$ cat src/rtl/core/dqcr_pkg.sv
`timescale 1ns / 1ps
// ----------------------------------------------------------------------------
// dqcr_pkg
// Shared types, constants and helper functions of the dual quadrature
// counter reporter.
// ----------------------------------------------------------------------------
package dqcr_pkg;

   // field widths
   localparam int PINS_W     = 4;
   localparam int SW_W       = 2;
   localparam int LIMIT_W    = 15;
   localparam int BYTE_W     = 8;
   localparam int CNT_W      = 16;
   localparam int PHASE_W    = 2;
   localparam int PKT_LEN    = 6;
   localparam int IDX_W      = 3;
   localparam int CSR_ADDR_W = 3;
   localparam int CSR_DATA_W = 32;

   // reset values
   localparam logic [LIMIT_W-1:0] ARM_LIMIT_RESET = 15'd2000;
   localparam logic [BYTE_W-1:0]  HEADER_RESET    = 8'h0A;
   localparam logic [CNT_W-1:0]   MOTOR_RESET     = 16'hEA60;

   // item kinds
   localparam logic KIND_SAMPLE = 1'b0;
   localparam logic KIND_TICK   = 1'b1;

   // register indexes (paddr word select)
   localparam logic REG_ARM_LIMIT = 1'b0;
   localparam logic REG_HEADER    = 1'b1;

   // decoder moves
   localparam logic [1:0] MOVE_NONE = 2'd0;
   localparam logic [1:0] MOVE_UP   = 2'd1;
   localparam logic [1:0] MOVE_DOWN = 2'd2;

   // packet byte positions
   localparam logic [IDX_W-1:0] IDX_HEADER  = 3'd0;
   localparam logic [IDX_W-1:0] IDX_ARM_HI  = 3'd1;
   localparam logic [IDX_W-1:0] IDX_ARM_LO  = 3'd2;
   localparam logic [IDX_W-1:0] IDX_MOT_HI  = 3'd3;
   localparam logic [IDX_W-1:0] IDX_MOT_LO  = 3'd4;
   localparam logic [IDX_W-1:0] IDX_SWITCH  = 3'd5;

   typedef struct packed {
      logic [LIMIT_W-1:0] arm_wrap_limit;
      logic [BYTE_W-1:0]  header_byte;
   } cfg_type;

   // snapshot taken on a report tick
   typedef struct packed {
      logic [BYTE_W-1:0] header_byte;
      logic [CNT_W-1:0]  arm_count;
      logic [CNT_W-1:0]  motor_count;
      logic [SW_W-1:0]   switch_bits;
   } report_type;

   // clockwise order B:A is 00 -> 10 -> 11 -> 01 -> 00
   function automatic logic [PHASE_W-1:0] cw_pred(input logic [PHASE_W-1:0] phase);
      logic [PHASE_W-1:0] pred;
      case (phase)
         2'b00:   pred = 2'b01;
         2'b01:   pred = 2'b11;
         2'b10:   pred = 2'b00;
         2'b11:   pred = 2'b10;
         default: pred = 2'b00;
      endcase
      return pred;
   endfunction

   // any other change, including a two-step jump, counts down
   function automatic logic [1:0] phase_move(input logic [PHASE_W-1:0] prev_phase,
                                             input logic [PHASE_W-1:0] cur_phase);
      logic [1:0] move;
      if (prev_phase == cur_phase) begin
         move = MOVE_NONE;
      end else if (cw_pred(cur_phase) == prev_phase) begin
         move = MOVE_UP;
      end else begin
         move = MOVE_DOWN;
      end
      return move;
   endfunction

   function automatic logic [BYTE_W-1:0] packet_byte(input report_type rpt,
                                                     input logic [IDX_W-1:0] idx);
      logic [BYTE_W-1:0] b;
      case (idx)
         IDX_HEADER: b = rpt.header_byte;
         IDX_ARM_HI: b = rpt.arm_count[CNT_W-1:BYTE_W];
         IDX_ARM_LO: b = rpt.arm_count[BYTE_W-1:0];
         IDX_MOT_HI: b = rpt.motor_count[CNT_W-1:BYTE_W];
         IDX_MOT_LO: b = rpt.motor_count[BYTE_W-1:0];
         IDX_SWITCH: b = {{(BYTE_W-SW_W){1'b0}}, rpt.switch_bits};
         default:    b = '0;
      endcase
      return b;
   endfunction

endpackage

$ cat src/rtl/core/dqcr_if.sv
`timescale 1ns / 1ps
// ----------------------------------------------------------------------------
// dqcr_if
// Valid/ready channel interfaces: request items in, packet bytes out.
// ----------------------------------------------------------------------------
interface dqcr_req_if;
   import dqcr_pkg::*;

   logic              valid;
   logic              ready;
   logic              kind;
   logic [PINS_W-1:0] encoder_pins;
   logic [SW_W-1:0]   switch_bits;

   modport source (output valid, output kind, output encoder_pins,
                   output switch_bits, input ready);
   modport sink   (input valid, input kind, input encoder_pins,
                   input switch_bits, output ready);
endinterface

interface dqcr_rsp_if;
   import dqcr_pkg::*;

   logic              valid;
   logic              ready;
   logic [BYTE_W-1:0] out_byte;
   logic              last;

   modport source (output valid, output out_byte, output last, input ready);
   modport sink   (input valid, input out_byte, input last, output ready);
endinterface

$ cat src/rtl/core/dual_quadrature_counter_reporter.sv
`timescale 1ns / 1ps
// ----------------------------------------------------------------------------
// dual_quadrature_counter_reporter
// Two x4 quadrature counters (arm, motor) with a six-byte packet reporter.
// ----------------------------------------------------------------------------
// Usage:
//   req_ch carries one transaction per clock when ready: kind 0 is a 4-bit pin
//   sample (arm phase in bits 3:2, motor phase in bits 1:0), kind 1 a report tick.
//   Samples update the counts in the cycle they are taken, so one sample per
//   cycle is sustained. A tick snapshots header, counts and switch bits into
//   a QUEUE_DEPTH-entry queue; req_ch.ready drops only while that queue is full.
//   rsp_ch returns the packet: header, arm hi/lo, motor hi/lo, switches, with
//   last on the sixth byte. A tick is queued, then its first byte is loaded into
//   the output register when the output is idle; a packet streams one byte per
//   cycle while rsp_ch.ready is high; back-to-back packets follow with no idle
//   cycle between them (the byte serializer sets the sustained tick rate).
//   A stalled rsp_ch holds its byte; samples keep flowing until the queue fills.
//   Reset (synchronous) clears counts to 0 and 60000, previous pins to 0,
//   the limit to 2000 and the header to 0x0A, and empties the queue.
//   The CSR port writes register 0 (arm wrap limit) at 0x0 and register 1
//   (header byte) at 0x4; write only while no packet is pending.
// ----------------------------------------------------------------------------
module dual_quadrature_counter_reporter #(
   parameter int QUEUE_DEPTH = 4
) (
   input  logic                             clock,
   input  logic                             reset,
   dqcr_req_if.sink                         req_ch,
   dqcr_rsp_if.source                       rsp_ch,
   input  logic                             csr_psel,
   input  logic                             csr_penable,
   input  logic                             csr_pwrite,
   input  logic [dqcr_pkg::CSR_ADDR_W-1:0]  csr_paddr,
   input  logic [dqcr_pkg::CSR_DATA_W-1:0]  csr_pwdata,
   output logic [dqcr_pkg::CSR_DATA_W-1:0]  csr_prdata,
   output logic                             csr_pready
);
   import dqcr_pkg::*;

   cfg_type    cfg;
   report_type push_data;
   report_type head;
   logic       push;
   logic       pop;
   logic       queue_full;
   logic       head_valid;

   dqcr_csr u_csr (
      .clock       (clock),
      .reset       (reset),
      .csr_psel    (csr_psel),
      .csr_penable (csr_penable),
      .csr_pwrite  (csr_pwrite),
      .csr_paddr   (csr_paddr),
      .csr_pwdata  (csr_pwdata),
      .csr_prdata  (csr_prdata),
      .csr_pready  (csr_pready),
      .cfg         (cfg)
   );

   dqcr_front u_front (
      .clock      (clock),
      .reset      (reset),
      .req_ch     (req_ch),
      .cfg        (cfg),
      .queue_full (queue_full),
      .push       (push),
      .push_data  (push_data)
   );

   dqcr_queue #(
      .DEPTH (QUEUE_DEPTH)
   ) u_queue (
      .clock     (clock),
      .reset     (reset),
      .push      (push),
      .push_data (push_data),
      .full      (queue_full),
      .pop       (pop),
      .head      (head),
      .not_empty (head_valid)
   );

   dqcr_back u_back (
      .clock      (clock),
      .reset      (reset),
      .head       (head),
      .head_valid (head_valid),
      .pop        (pop),
      .rsp_ch     (rsp_ch)
   );

endmodule

$ cat src/rtl/core/dqcr_csr.sv
`timescale 1ns / 1ps
// ----------------------------------------------------------------------------
// dqcr_csr
// APB-style register file: arm wrap limit and packet header byte.
// ----------------------------------------------------------------------------
module dqcr_csr (
   input  logic                                clock,
   input  logic                                reset,
   input  logic                                csr_psel,
   input  logic                                csr_penable,
   input  logic                                csr_pwrite,
   input  logic [dqcr_pkg::CSR_ADDR_W-1:0]     csr_paddr,
   input  logic [dqcr_pkg::CSR_DATA_W-1:0]     csr_pwdata,
   output logic [dqcr_pkg::CSR_DATA_W-1:0]     csr_prdata,
   output logic                                csr_pready,
   output dqcr_pkg::cfg_type                   cfg
);
   import dqcr_pkg::*;

   logic [LIMIT_W-1:0] limit_ff, limit_in;
   logic [BYTE_W-1:0]  header_ff, header_in;
   logic               wr_en;
   logic               reg_sel;

   assign csr_pready = 1'b1;
   assign reg_sel    = csr_paddr[CSR_ADDR_W-1];
   assign wr_en      = csr_psel & csr_penable & csr_pwrite;

   // write decode
   always_comb begin
      limit_in  = limit_ff;
      header_in = header_ff;
      if (wr_en) begin
         case (reg_sel)
            REG_ARM_LIMIT: limit_in  = csr_pwdata[LIMIT_W-1:0];
            REG_HEADER:    header_in = csr_pwdata[BYTE_W-1:0];
            default:       ;
         endcase
      end
   end

   always_ff @(posedge clock) begin
      if (reset) begin
         limit_ff  <= ARM_LIMIT_RESET;
         header_ff <= HEADER_RESET;
      end else begin
         limit_ff  <= limit_in;
         header_ff <= header_in;
      end
   end

   // read mux
   always_comb begin
      case (reg_sel)
         REG_ARM_LIMIT: csr_prdata = {{(CSR_DATA_W-LIMIT_W){1'b0}}, limit_ff};
         REG_HEADER:    csr_prdata = {{(CSR_DATA_W-BYTE_W){1'b0}}, header_ff};
         default:       csr_prdata = '0;
      endcase
   end

   assign cfg.arm_wrap_limit = limit_ff;
   assign cfg.header_byte    = header_ff;

endmodule

$ cat src/rtl/core/dqcr_front.sv
`timescale 1ns / 1ps
// ----------------------------------------------------------------------------
// dqcr_front
// Accepts items, runs both quadrature decoders on pin samples and queues a
// count snapshot on each report tick.
// ----------------------------------------------------------------------------
module dqcr_front (
   input  logic                 clock,
   input  logic                 reset,
   dqcr_req_if.sink             req_ch,
   input  dqcr_pkg::cfg_type    cfg,
   input  logic                 queue_full,
   output logic                 push,
   output dqcr_pkg::report_type push_data
);
   import dqcr_pkg::*;

   logic [PINS_W-1:0] prev_pins_ff, prev_pins_in;
   logic [CNT_W-1:0]  arm_ff, arm_in;
   logic [CNT_W-1:0]  motor_ff, motor_in;
   logic              accept;
   logic [1:0]        arm_move;
   logic [1:0]        motor_move;
   logic [CNT_W:0]    arm_step;

   assign req_ch.ready = ~queue_full;
   assign accept       = req_ch.valid & ~queue_full;

   assign arm_move   = phase_move(prev_pins_ff[3:2], req_ch.encoder_pins[3:2]);
   assign motor_move = phase_move(prev_pins_ff[1:0], req_ch.encoder_pins[1:0]);

   // arm count one step away, sign-extended
   assign arm_step = (arm_move == MOVE_UP) ? ({arm_ff[CNT_W-1], arm_ff} + 17'd1)
                                           : ({arm_ff[CNT_W-1], arm_ff} - 17'd1);

   // decoder update
   always_comb begin
      prev_pins_in = prev_pins_ff;
      arm_in       = arm_ff;
      motor_in     = motor_ff;
      if (accept && req_ch.kind == KIND_SAMPLE) begin
         prev_pins_in = req_ch.encoder_pins;
         if (arm_move != MOVE_NONE) begin
            if (arm_step[CNT_W]) begin
               arm_in = {1'b0, cfg.arm_wrap_limit};
            end else if (arm_step[CNT_W-1:0] > {1'b0, cfg.arm_wrap_limit}) begin
               arm_in = '0;
            end else begin
               arm_in = arm_step[CNT_W-1:0];
            end
         end
         case (motor_move)
            MOVE_UP:   motor_in = motor_ff + 16'd1;
            MOVE_DOWN: motor_in = motor_ff - 16'd1;
            default:   motor_in = motor_ff;
         endcase
      end
   end

   always_ff @(posedge clock) begin
      if (reset) begin
         prev_pins_ff <= '0;
         arm_ff       <= '0;
         motor_ff     <= MOTOR_RESET;
      end else begin
         prev_pins_ff <= prev_pins_in;
         arm_ff       <= arm_in;
         motor_ff     <= motor_in;
      end
   end

   // report snapshot into the queue
   assign push                  = accept & (req_ch.kind == KIND_TICK);
   assign push_data.header_byte = cfg.header_byte;
   assign push_data.arm_count   = arm_ff;
   assign push_data.motor_count = motor_ff;
   assign push_data.switch_bits = req_ch.switch_bits;

endmodule

$ cat src/rtl/core/dqcr_queue.sv
`timescale 1ns / 1ps
// ----------------------------------------------------------------------------
// dqcr_queue
// Small flip-flop FIFO of report snapshots between front and back.
// ----------------------------------------------------------------------------
module dqcr_queue #(
   parameter int DEPTH = 4
) (
   input  logic                 clock,
   input  logic                 reset,
   input  logic                 push,
   input  dqcr_pkg::report_type push_data,
   output logic                 full,
   input  logic                 pop,
   output dqcr_pkg::report_type head,
   output logic                 not_empty
);
   import dqcr_pkg::*;

   localparam int PTR_W = (DEPTH > 1) ? $clog2(DEPTH) : 1;
   localparam int CNT_QW = $clog2(DEPTH + 1);

   report_type         mem_ff [DEPTH];
   logic [PTR_W-1:0]   wr_ptr_ff, wr_ptr_in;
   logic [PTR_W-1:0]   rd_ptr_ff, rd_ptr_in;
   logic [CNT_QW-1:0]  count_ff, count_in;
   logic               do_push;
   logic               do_pop;

   assign full      = (count_ff == CNT_QW'(DEPTH));
   assign not_empty = (count_ff != '0);
   assign do_push   = push & ~full;
   assign do_pop    = pop & not_empty;
   assign head      = mem_ff[rd_ptr_ff];

   // pointer and fill tracking
   always_comb begin
      wr_ptr_in = wr_ptr_ff;
      rd_ptr_in = rd_ptr_ff;
      count_in  = count_ff;
      if (do_push) begin
         wr_ptr_in = (wr_ptr_ff == PTR_W'(DEPTH - 1)) ? '0 : wr_ptr_ff + 1'b1;
      end
      if (do_pop) begin
         rd_ptr_in = (rd_ptr_ff == PTR_W'(DEPTH - 1)) ? '0 : rd_ptr_ff + 1'b1;
      end
      if (do_push && !do_pop) begin
         count_in = count_ff + 1'b1;
      end else if (do_pop && !do_push) begin
         count_in = count_ff - 1'b1;
      end
   end

   always_ff @(posedge clock) begin
      if (reset) begin
         wr_ptr_ff <= '0;
         rd_ptr_ff <= '0;
         count_ff  <= '0;
      end else begin
         wr_ptr_ff <= wr_ptr_in;
         rd_ptr_ff <= rd_ptr_in;
         count_ff  <= count_in;
      end
   end

   // storage
   always_ff @(posedge clock) begin
      if (do_push) begin
         mem_ff[wr_ptr_ff] <= push_data;
      end
   end

endmodule

$ cat src/rtl/core/dqcr_back.sv
`timescale 1ns / 1ps
// ----------------------------------------------------------------------------
// dqcr_back
// Serializes each queued snapshot into six packet bytes behind an output
// register.
// ----------------------------------------------------------------------------
module dqcr_back (
   input  logic                 clock,
   input  logic                 reset,
   input  dqcr_pkg::report_type head,
   input  logic                 head_valid,
   output logic                 pop,
   dqcr_rsp_if.source           rsp_ch
);
   import dqcr_pkg::*;

   localparam logic [IDX_W-1:0] LAST_IDX = IDX_W'(PKT_LEN - 1);

   report_type        pkt_ff, pkt_in;
   logic              busy_ff, busy_in;
   logic [IDX_W-1:0]  idx_ff, idx_in;
   logic              rsp_valid_ff, rsp_valid_in;
   logic [BYTE_W-1:0] rsp_byte_ff, rsp_byte_in;
   logic              rsp_last_ff, rsp_last_in;
   logic              advance;

   // output register is free or being drained
   assign advance = ~rsp_valid_ff | rsp_ch.ready;

   always_comb begin
      pkt_in       = pkt_ff;
      busy_in      = busy_ff;
      idx_in       = idx_ff;
      rsp_valid_in = rsp_valid_ff;
      rsp_byte_in  = rsp_byte_ff;
      rsp_last_in  = rsp_last_ff;
      pop          = 1'b0;
      if (advance) begin
         if (busy_ff) begin
            // next byte of the current packet
            rsp_valid_in = 1'b1;
            rsp_byte_in  = packet_byte(pkt_ff, idx_ff);
            rsp_last_in  = (idx_ff == LAST_IDX);
            idx_in       = idx_ff + 1'b1;
            busy_in      = (idx_ff != LAST_IDX);
         end else if (head_valid) begin
            // start a packet straight from the queue head
            pop          = 1'b1;
            pkt_in       = head;
            rsp_valid_in = 1'b1;
            rsp_byte_in  = packet_byte(head, IDX_HEADER);
            rsp_last_in  = 1'b0;
            idx_in       = IDX_ARM_HI;
            busy_in      = 1'b1;
         end else begin
            rsp_valid_in = 1'b0;
         end
      end
   end

   always_ff @(posedge clock) begin
      if (reset) begin
         busy_ff      <= 1'b0;
         idx_ff       <= IDX_HEADER;
         rsp_valid_ff <= 1'b0;
      end else begin
         busy_ff      <= busy_in;
         idx_ff       <= idx_in;
         rsp_valid_ff <= rsp_valid_in;
      end
   end

   always_ff @(posedge clock) begin
      pkt_ff      <= pkt_in;
      rsp_byte_ff <= rsp_byte_in;
      rsp_last_ff <= rsp_last_in;
   end

   assign rsp_ch.valid    = rsp_valid_ff;
   assign rsp_ch.out_byte = rsp_byte_ff;
   assign rsp_ch.last     = rsp_last_ff;

endmodule

$ cat src/flat_wrapper.sv
// flat-port wrapper written by rule: the top's interface ports become plain ports
module dual_quadrature_counter_reporter_flat import dqcr_pkg::*;
#(
   parameter int QUEUE_DEPTH = 4
)
  (clock, reset, csr_psel, csr_penable, csr_pwrite, csr_paddr, csr_pwdata, csr_prdata, csr_pready, req_ch_valid, req_ch_kind, req_ch_encoder_pins, req_ch_switch_bits, req_ch_ready, rsp_ch_valid, rsp_ch_out_byte, rsp_ch_last, rsp_ch_ready);
  dqcr_req_if req_ch_i ();
  dqcr_rsp_if rsp_ch_i ();
  input  logic clock;
  input  logic reset;
  input  logic csr_psel;
  input  logic csr_penable;
  input  logic csr_pwrite;
  input  logic [dqcr_pkg::CSR_ADDR_W-1:0] csr_paddr;
  input  logic [dqcr_pkg::CSR_DATA_W-1:0] csr_pwdata;
  output logic [dqcr_pkg::CSR_DATA_W-1:0] csr_prdata;
  output logic csr_pready;
  input wire logic [$bits(req_ch_i.valid)-1:0] req_ch_valid;
  input wire logic [$bits(req_ch_i.kind)-1:0] req_ch_kind;
  input wire logic [$bits(req_ch_i.encoder_pins)-1:0] req_ch_encoder_pins;
  input wire logic [$bits(req_ch_i.switch_bits)-1:0] req_ch_switch_bits;
  output wire logic [$bits(req_ch_i.ready)-1:0] req_ch_ready;
  output wire logic [$bits(rsp_ch_i.valid)-1:0] rsp_ch_valid;
  output wire logic [$bits(rsp_ch_i.out_byte)-1:0] rsp_ch_out_byte;
  output wire logic [$bits(rsp_ch_i.last)-1:0] rsp_ch_last;
  input wire logic [$bits(rsp_ch_i.ready)-1:0] rsp_ch_ready;
  assign req_ch_i.valid = req_ch_valid;
  assign req_ch_i.kind = req_ch_kind;
  assign req_ch_i.encoder_pins = req_ch_encoder_pins;
  assign req_ch_i.switch_bits = req_ch_switch_bits;
  assign req_ch_ready = req_ch_i.ready;
  assign rsp_ch_valid = rsp_ch_i.valid;
  assign rsp_ch_out_byte = rsp_ch_i.out_byte;
  assign rsp_ch_last = rsp_ch_i.last;
  assign rsp_ch_i.ready = rsp_ch_ready;
  dual_quadrature_counter_reporter #(.QUEUE_DEPTH(QUEUE_DEPTH)) u_core (.clock(clock), .reset(reset), .req_ch(req_ch_i), .rsp_ch(rsp_ch_i), .csr_psel(csr_psel), .csr_penable(csr_penable), .csr_pwrite(csr_pwrite), .csr_paddr(csr_paddr), .csr_pwdata(csr_pwdata), .csr_prdata(csr_prdata), .csr_pready(csr_pready));
endmodule
$ cat config.mk
export PLATFORM = sky130hd
export DESIGN_NAME = dual_quadrature_counter_reporter_flat
export DESIGN_NICKNAME = d
export VERILOG_FILES = /design/src/rtl/core/dqcr_pkg.sv /design/src/rtl/core/dqcr_if.sv /design/src/rtl/core/dual_quadrature_counter_reporter.sv /design/src/rtl/core/dqcr_csr.sv /design/src/rtl/core/dqcr_front.sv /design/src/rtl/core/dqcr_queue.sv /design/src/rtl/core/dqcr_back.sv /design/src/flat_wrapper.sv
export SDC_FILE = /design/constraint.sdc
export NUM_CORES = 1
export LEC_CHECK = 0
export BUFFER_PORTS_ARGS = -buffer_cell sky130_fd_sc_hd__buf_2
export CORE_MARGIN = 5
export CORE_UTILIZATION = 55
export DETAILED_ROUTE_END_ITERATION = 8
export PLACE_DENSITY_LB_ADDON = 0.08
export REMOVE_ABC_BUFFERS = 1
export SYNTH_ARGS = -nofsm -noshare
export SYNTH_HDL_FRONTEND = slang
export SYNTH_SLANG_ARGS = --single-unit
$ cat constraint.sdc
create_clock -name clock -period 4.6 [get_ports clock]
set_input_delay 0.23 -clock clock [delete_from_list [all_inputs] [get_ports clock]]
set_output_delay 0.23 -clock clock [all_outputs]
set_load 0.05 [all_outputs]
* After elaboration in Yosys (flattened, before gate mapping)
Memory sizes are Yosys's and may differ from the RTL's. A register that Yosys moved wholly into a read port is not among the register bits.
Index checks and enable logic that the tools add are counted.
** Cells by class
- Add/sub/neg operators :: 9
- Magnitude comparators :: 1
- Equal/unequal tests :: 22
- Muxes and demuxes :: 33
- Bitwise logic cells :: 12
- Reduce and logical (&&, ||, !) cells :: 19
** Operators with widths (number)
- 32-bit case mux with 2 select lines :: 1
- 8-bit case mux with 6 select lines :: 1
- 16-bit 2-to-1 mux :: 2
- 16-bit case mux with 2 select lines :: 1
- 2-bit 2-to-1 mux :: 10
- 16-bit by 2-bit adder with 17-bit output, second input constant :: 1
- 17-bit 2-to-1 mux :: 1
- 16-bit by 2-bit subtractor with 17-bit output, second input constant :: 1
- 16-bit by 1-bit adder with 16-bit output, second input constant :: 1
- 16-bit by 15-bit greater-than comparator with 1-bit output :: 1
- 8-bit 2-to-1 mux :: 2
- 2-bit case mux with 4 select lines :: 2
- 16-bit by 1-bit subtractor with 16-bit output, second input constant :: 1
- 2-bit equality test, second input constant :: 7
- 3-bit 2-to-1 mux :: 4
- 2-bit AND reduction :: 5
- 3-bit equality test, second input constant :: 3
- 1-bit 2-to-1 mux :: 9
- 2-bit by 1-bit equality test with 1-bit output, second input constant :: 4
- 2-bit equality test :: 4
- 2-bit nonzero test :: 4
- 3-bit by 1-bit adder with 3-bit output, second input constant :: 2
- 1-bit bitwise AND :: 6
- 3-bit by 2-bit equality test with 1-bit output, second input constant :: 2
- 12 further kinds :: 21
** Word-level totals
- Bits in registers :: 122
- RAM bits :: 168
- Input port bits :: 49
- Output and inout port bits :: 44
- Memories kept :: 1
** Memory list
- u_core.u_queue.mem_ff :: depth 4, width 42, rd ports 1, clocked after memory_dff 1, wr ports 1, line dqcr_queue.sv:23 : report_type mem_ff [DEPTH];

* Longest topological paths before layout
- Depth in word-level cells :: 11
- Mapped depth :: 19
- Mapped depth without buffers :: 18

* Cells and area by module
Synthesis repeated with hierarchy kept, for this count alone.
** Second synthesis, totals
- Cell total of the unflattened synthesis :: 996
- Area, all modules :: 13614.3 um^2
** Modules (own cells, without submodules)
- dqcr_queue :: times used 1, cells an instance 270, area each 6546.3 um^2
- dqcr_front :: times used 1, cells an instance 444, area each 3467.1 um^2
- dqcr_back :: times used 1, cells an instance 146, area each 2312.2 um^2
- dqcr_csr :: times used 1, cells an instance 136, area each 1288.7 um^2

* Least setup slack after synthesis
No wires, ideal clock.
- Path type :: register to register
- Start :: reg u_core.u_front.prev_pins_ff[2]
- End :: reg u_core.u_front.arm_ff[13]
- Arrival :: 3.833 ns
- Data required time :: 4.512 ns
- Slack :: 0.679 ns
- Stages on the path, launching flop included :: 18
- Clock period less this slack :: 3.921 ns
- Cells stage by stage :: dfxtp_1 -> xor2_1 -> nand2_1 -> ha_1 -> a21o_1 -> a211oi_2 -> or2b_1 -> mux2i_1 -> o211ai_1 -> ha_1 -> a21o_1 -> a21oi_1 -> and3b_1 -> o211ai_1 -> a21oi_4 -> buf_6 -> nand3_2 -> a311oi_2
** Between the ends
- Cells in the longest elaborated chain, start to end :: 8
- Elaborated cells between the ends (all ways) :: 11
- Classes of those cells :: order compare: 1; eq/ne: 3; mux: 5; reduce/logical: 2
** RTL lines
- from (decl) :: line dqcr_front.sv:18 : logic [PINS_W-1:0] prev_pins_ff, prev_pins_in;
- from (signal assigned) :: line dqcr_front.sv:66 : prev_pins_ff <= prev_pins_in;
- 2-bit equality test :: line dqcr_pkg.sv:79 : end else if (cw_pred(cur_phase) == prev_phase) begin
- 2-bit 2-to-1 mux :: line dqcr_pkg.sv:79
- 2-bit 2-to-1 mux * :: line dqcr_pkg.sv:77 : if (prev_phase == cur_phase) begin
- 2-bit by 1-bit equality test with 1-bit output :: line dqcr_front.sv:33 : assign arm_step = (arm_move == MOVE_UP) ? ({arm_ff[CNT_W-1], arm_ff} + 17'd1)
- 17-bit 2-to-1 mux :: line dqcr_front.sv:33
- 16-bit by 15-bit greater-than comparator with 1-bit output :: line dqcr_front.sv:46 : end else if (arm_step[CNT_W-1:0] > {1'b0, cfg.arm_wrap_limit}) begin
- 16-bit 2-to-1 mux :: line dqcr_front.sv:46
- 16-bit 2-to-1 mux :: line dqcr_front.sv:44 : if (arm_step[CNT_W]) begin
- to (signal assigned) :: line dqcr_front.sv:67 : arm_ff <= arm_in;
- to (decl) :: line dqcr_front.sv:19 : logic [CNT_W-1:0] arm_ff, arm_in;
Every way passes the cells marked *; elsewhere a longest branch is shown, timed or not.
A chain may end at the register's enable or synchronous reset.

* Worst setup path after layout
- Start :: reg u_core.u_front.prev_pins_ff[2]
- End :: reg u_core.u_front.arm_ff[4]
The elaborated chain is that of the path after synthesis.

==> run metrics <==
status=complete, no violations; Top FF cell, synth=edfxtp_1; Final Hold Vio Count=0; Tightest Pin Transition=1.023 ns; Cell Pwr Density=554.6 mW/mm²; Clock power frac=29.3%; TritonCTS clock tree=built; final setup vio count=0; Setup crit start=u_core.u_front.prev_pins_ff[2]; Sw Ratio=31.27%; Int Power=0.005651 W; ANT nets after route=0; starting density of the core=55.72%; commonest non-fill, non-tap cell in the layout=edfxtp_1; GRT Residual Overflow=0; fin crit period=4.241 ns; drt pass-1 iters=5; Async SR Flop Fraction=0%; XOR/XNOR Fraction of Synth Area=2.150%; kind of cell adding the most delay to the critical path=compound AO/OA/AOI/OAI gates; IO buf count=55; cell taking the most area after synthesis=edfxtp_1; Tot GR Track Use=19.26%; count of state elements after synthesis=292; worst hold-check path type=primary input to flop; Final Max Slew Viols=0; path depth of the worst reg2reg path=18; CTS H-tree depth=1; fin nets=1140; I/O Pins=93; Max Used Layer=met4; largest net degree at the start of global routing=54; Row Count=56; Seq pwr share=43.6%; fmax=0.2358 GHz; Max clock buf depth=3; headroom to the max-slew limit=31.83%; placed cell count=1299; Clock Skew=0.02186 ns; crit path cell chain=xor2_1 -> nand2_4 -> ha_1 -> nor2b_1 -> o31ai_1 -> a21oi_1 -> or2b_1 -> a21oi_1 -> xnor2_1 -> ha_1 -> a21o_1 -> a21oi_1 -> and3b_1 -> o211ai_1 -> a21oi_4 -> buf_12 -> nand3_1 -> a311oi_1; Crit path depth=18; drt total wl=25.31 mm; Mapped Area=0.01304 mm²; CP endpoint=u_core.u_front.arm_ff[4]; number of global-route vias before repair=7514; Reg clk slew, reported paths=0.06 ns; worst vdd ir=335.7 µV; internal reg-to-reg setup slack=0.36 ns; global-route wire length before repair=40.88 mm; synth top area cells=edfxtp_1 50%, dfxtp_1 11%, mux4_2 7.3%; DIE WIDTH=164.0 µm; fillcell total=1812; Most Frequent Cell on Critical Path=a21oi_1; simple-gate portion of the synthesized area=8.205%; Post-Synth Adder-Cell Area=5.738%; slowest stage cell, crit path=dfxtp_1; worst-path maximum fanout=15; share of cells above drive strength 1=18.45%; initial antenna violation count=0; clock sink count=292; Yosys top cell area share=50.44%; core area=0.02340 mm²; clk_lat worst skew=0.56 ns; Netlist cell types=65; WS Path Type=flop to flop; most frequent cells in the layout=219 x edfxtp_1, 81 x nor2_1, 73 x nand2_1; crit-path max cell delay=0.38 ns; wire length on met2=11.95 mm; Gate power share=27.1%; vias per inst=5.608; CP arrival=4.69 ns; Worst setup SP type=flop; area grow syn2layout=13.70%; Seq/Total Area, Yosys=61.64%; Post-synth EDFFs=219; total negative slack=0 ns; main combinational cell family by area after synthesis=compound AO/OA/AOI/OAI gates; root buffer cell=clkbuf_16; R2R Path End=u_core.u_front.arm_ff[4]; Worst Path Required=5.05 ns; Post-DP HPWL=16.55 mm; DR iter-0 viols=534; Synth Instances=955; Die H=164.0 µm; metal3 WL=991 µm; residual DRC count=0; sw power=0.002571 W; wire per inst=18.40 µm; MaxCap Viol Count=0; Final Cycle Share=92.20%; mux cell area share after synthesis=8.358%; Avg Cell Area, Syn=13.65 µm²; Buf/Inv on CP=1; worst r2r src=u_core.u_front.prev_pins_ff[2]; Syn. warnings=0; post-synthesis compound-gate area fraction=10.31%; GP Congestion=0.7912; cts bufs inserted=30; routed vias=7717; endpoint kind of the worst setup timing path=flop; Post-Route M1 WL=11.96 mm; die area=0.02689 mm²; ANT cells=0; Leak=5.317 nW; final non-filler cell total=1376
-- state kept, by name, summed over array words and instances (netlist names), 2 cells and up, named ones only --
signal and cells:
u_core.u_front.motor_ff 16, u_core.u_front.arm_ff 16, u_core.u_front.prev_pins_ff 4, u_core.u_csr.header_ff 8
u_core.u_back.pkt_ff 42, u_core.u_queue.count_ff 3, u_core.u_csr.limit_ff 15, u_core.u_queue.rd_ptr_ff 2
u_core.u_queue.mem_ff 168, u_core.u_queue.wr_ptr_ff 2, u_core.u_back.idx_ff 3, u_core.u_back.rsp_ch.out_byte 8
-- worst min-delay path by stage --
| stage | end | start | slack, ns | cells after the start |
|---|---|---|---|---|
| floorplan | u_core.u_front.arm_ff[0] | reset | 0.29 | 1 |
| global placement | u_core.u_csr.limit_ff[10] | csr_pwdata[10] | 0.43 | 2 |
| detailed placement | u_core.u_csr.limit_ff[10] | csr_pwdata[10] | 0.44 | 2 |
| CTS | u_core.u_back.rsp_ch.valid | rsp_ch_ready | 0.06 | 4 |
| global route | u_core.u_back.rsp_ch.valid | rsp_ch_ready | 0.06 | 4 |
| finish | u_core.u_back.rsp_ch.valid | rsp_ch_ready | 0.08 | 4 |
-- layout make-up --
| class | instances | area [µm²] | area share (%) |
|---|---|---|---|
| repair buffers | 90 | 603.1 | 4.068 |
| multi-input cells | 579 | 4634 | 31.26 |
| flip-flops and latches | 292 | 8040 | 54.23 |
| clock inverters | 13 | 158.9 | 1.072 |
| well taps | 319 | 399.1 | 2.692 |
| inverters | 40 | 150.1 | 1.013 |
| clock buffers | 43 | 839.6 | 5.663 |
-- cells in the mapped netlist, drive strengths merged (3+ instances only) --
master	count
o21a	14
nor3	10
a21o	10
nand3	17
a21oi	45
buf	29
clkbuf	31
o21bai	3
and3	5
edfxtp	219
xor2	13
mux2	3
o31ai	4
nand4	6
a222oi	8
nor2b	8
xnor2	19
dfxtp	73
a211o	9
nand3b	6
o21ai	40
fa	3
a211oi	11
ha	55
mux2i	11
nand2	74
nor2	81
inv	40
a31oi	5
a311oi	14
and2	7
a22oi	8
nand2b	5
mux4	42
-- repair_timing --
item | 4_1_cts | 5_1_grt
hold buffers | 21 | 0
hold endpoints to repair | 35 | 0
setup endpoints to repair | 0 | 15
buffers inserted | 0 | 0
resized for setup | 0 | 3
-- power groups by stage --
stage               Combinational (W)  Sequential [W]  Clock, W
finish                        0.00223         0.00358   0.00241
detailed placement            0.00222         0.00365         0
CTS                           0.00224         0.00359   0.00246
global route                  0.00245         0.00364   0.00259
floorplan                     0.00149         0.00376         0
global placement              0.00220         0.00364         0
-- through the flow --
stage	utilization (%)	setup slack, ns	hold slack (ns)	area, µm²	total power, W
floorplan	-	0.6044	0.2946	12790	0.005249
global placement	58.13	0.2963	0.4343	13600	0.005840
detailed placement	58.13	0.2284	0.4444	13600	0.005867
CTS	63.29	0.1855	0.05912	14810	0.008297
global route	63.35	-0.02951	0.06371	14830	0.008678
finish	63.35	0.3589	0.07743	14830	0.008222
-- worst register-to-register path: stages, from the launching register on --
cell      delay, ns
dfxtp_1        0.38
xor2_1         0.25
nand2_4        0.18
ha_1           0.38
nor2b_1        0.18
o31ai_1        0.36
a21oi_1        0.20
or2b_1         0.25
a21oi_1        0.18
xnor2_1        0.14
ha_1           0.21
a21o_1         0.17
a21oi_1        0.19
and3b_1        0.19
o211ai_1       0.13
a21oi_4        0.19
buf_12         0.17
nand3_1        0.08
a311oi_1       0.29
-- cells by family after synthesis --
family                   Yosys count
AO/OA/AOI/OAI                    186
XOR/XNOR                          32
adder cells (fa/ha/maj)           58
buffers and inverters            100
flip-flops                       292
multiplexers                      56
other                              2
AND/OR/NAND/NOR                  229
-- metal layers --
layer	up-vias	track usage, %
met5	-	0
met4	0	3.584
met3	32	2.660
met2	148	31.42
met1	3808	28.25
li1	3729	-
Note: power is estimated with default switching activity, not from simulation.
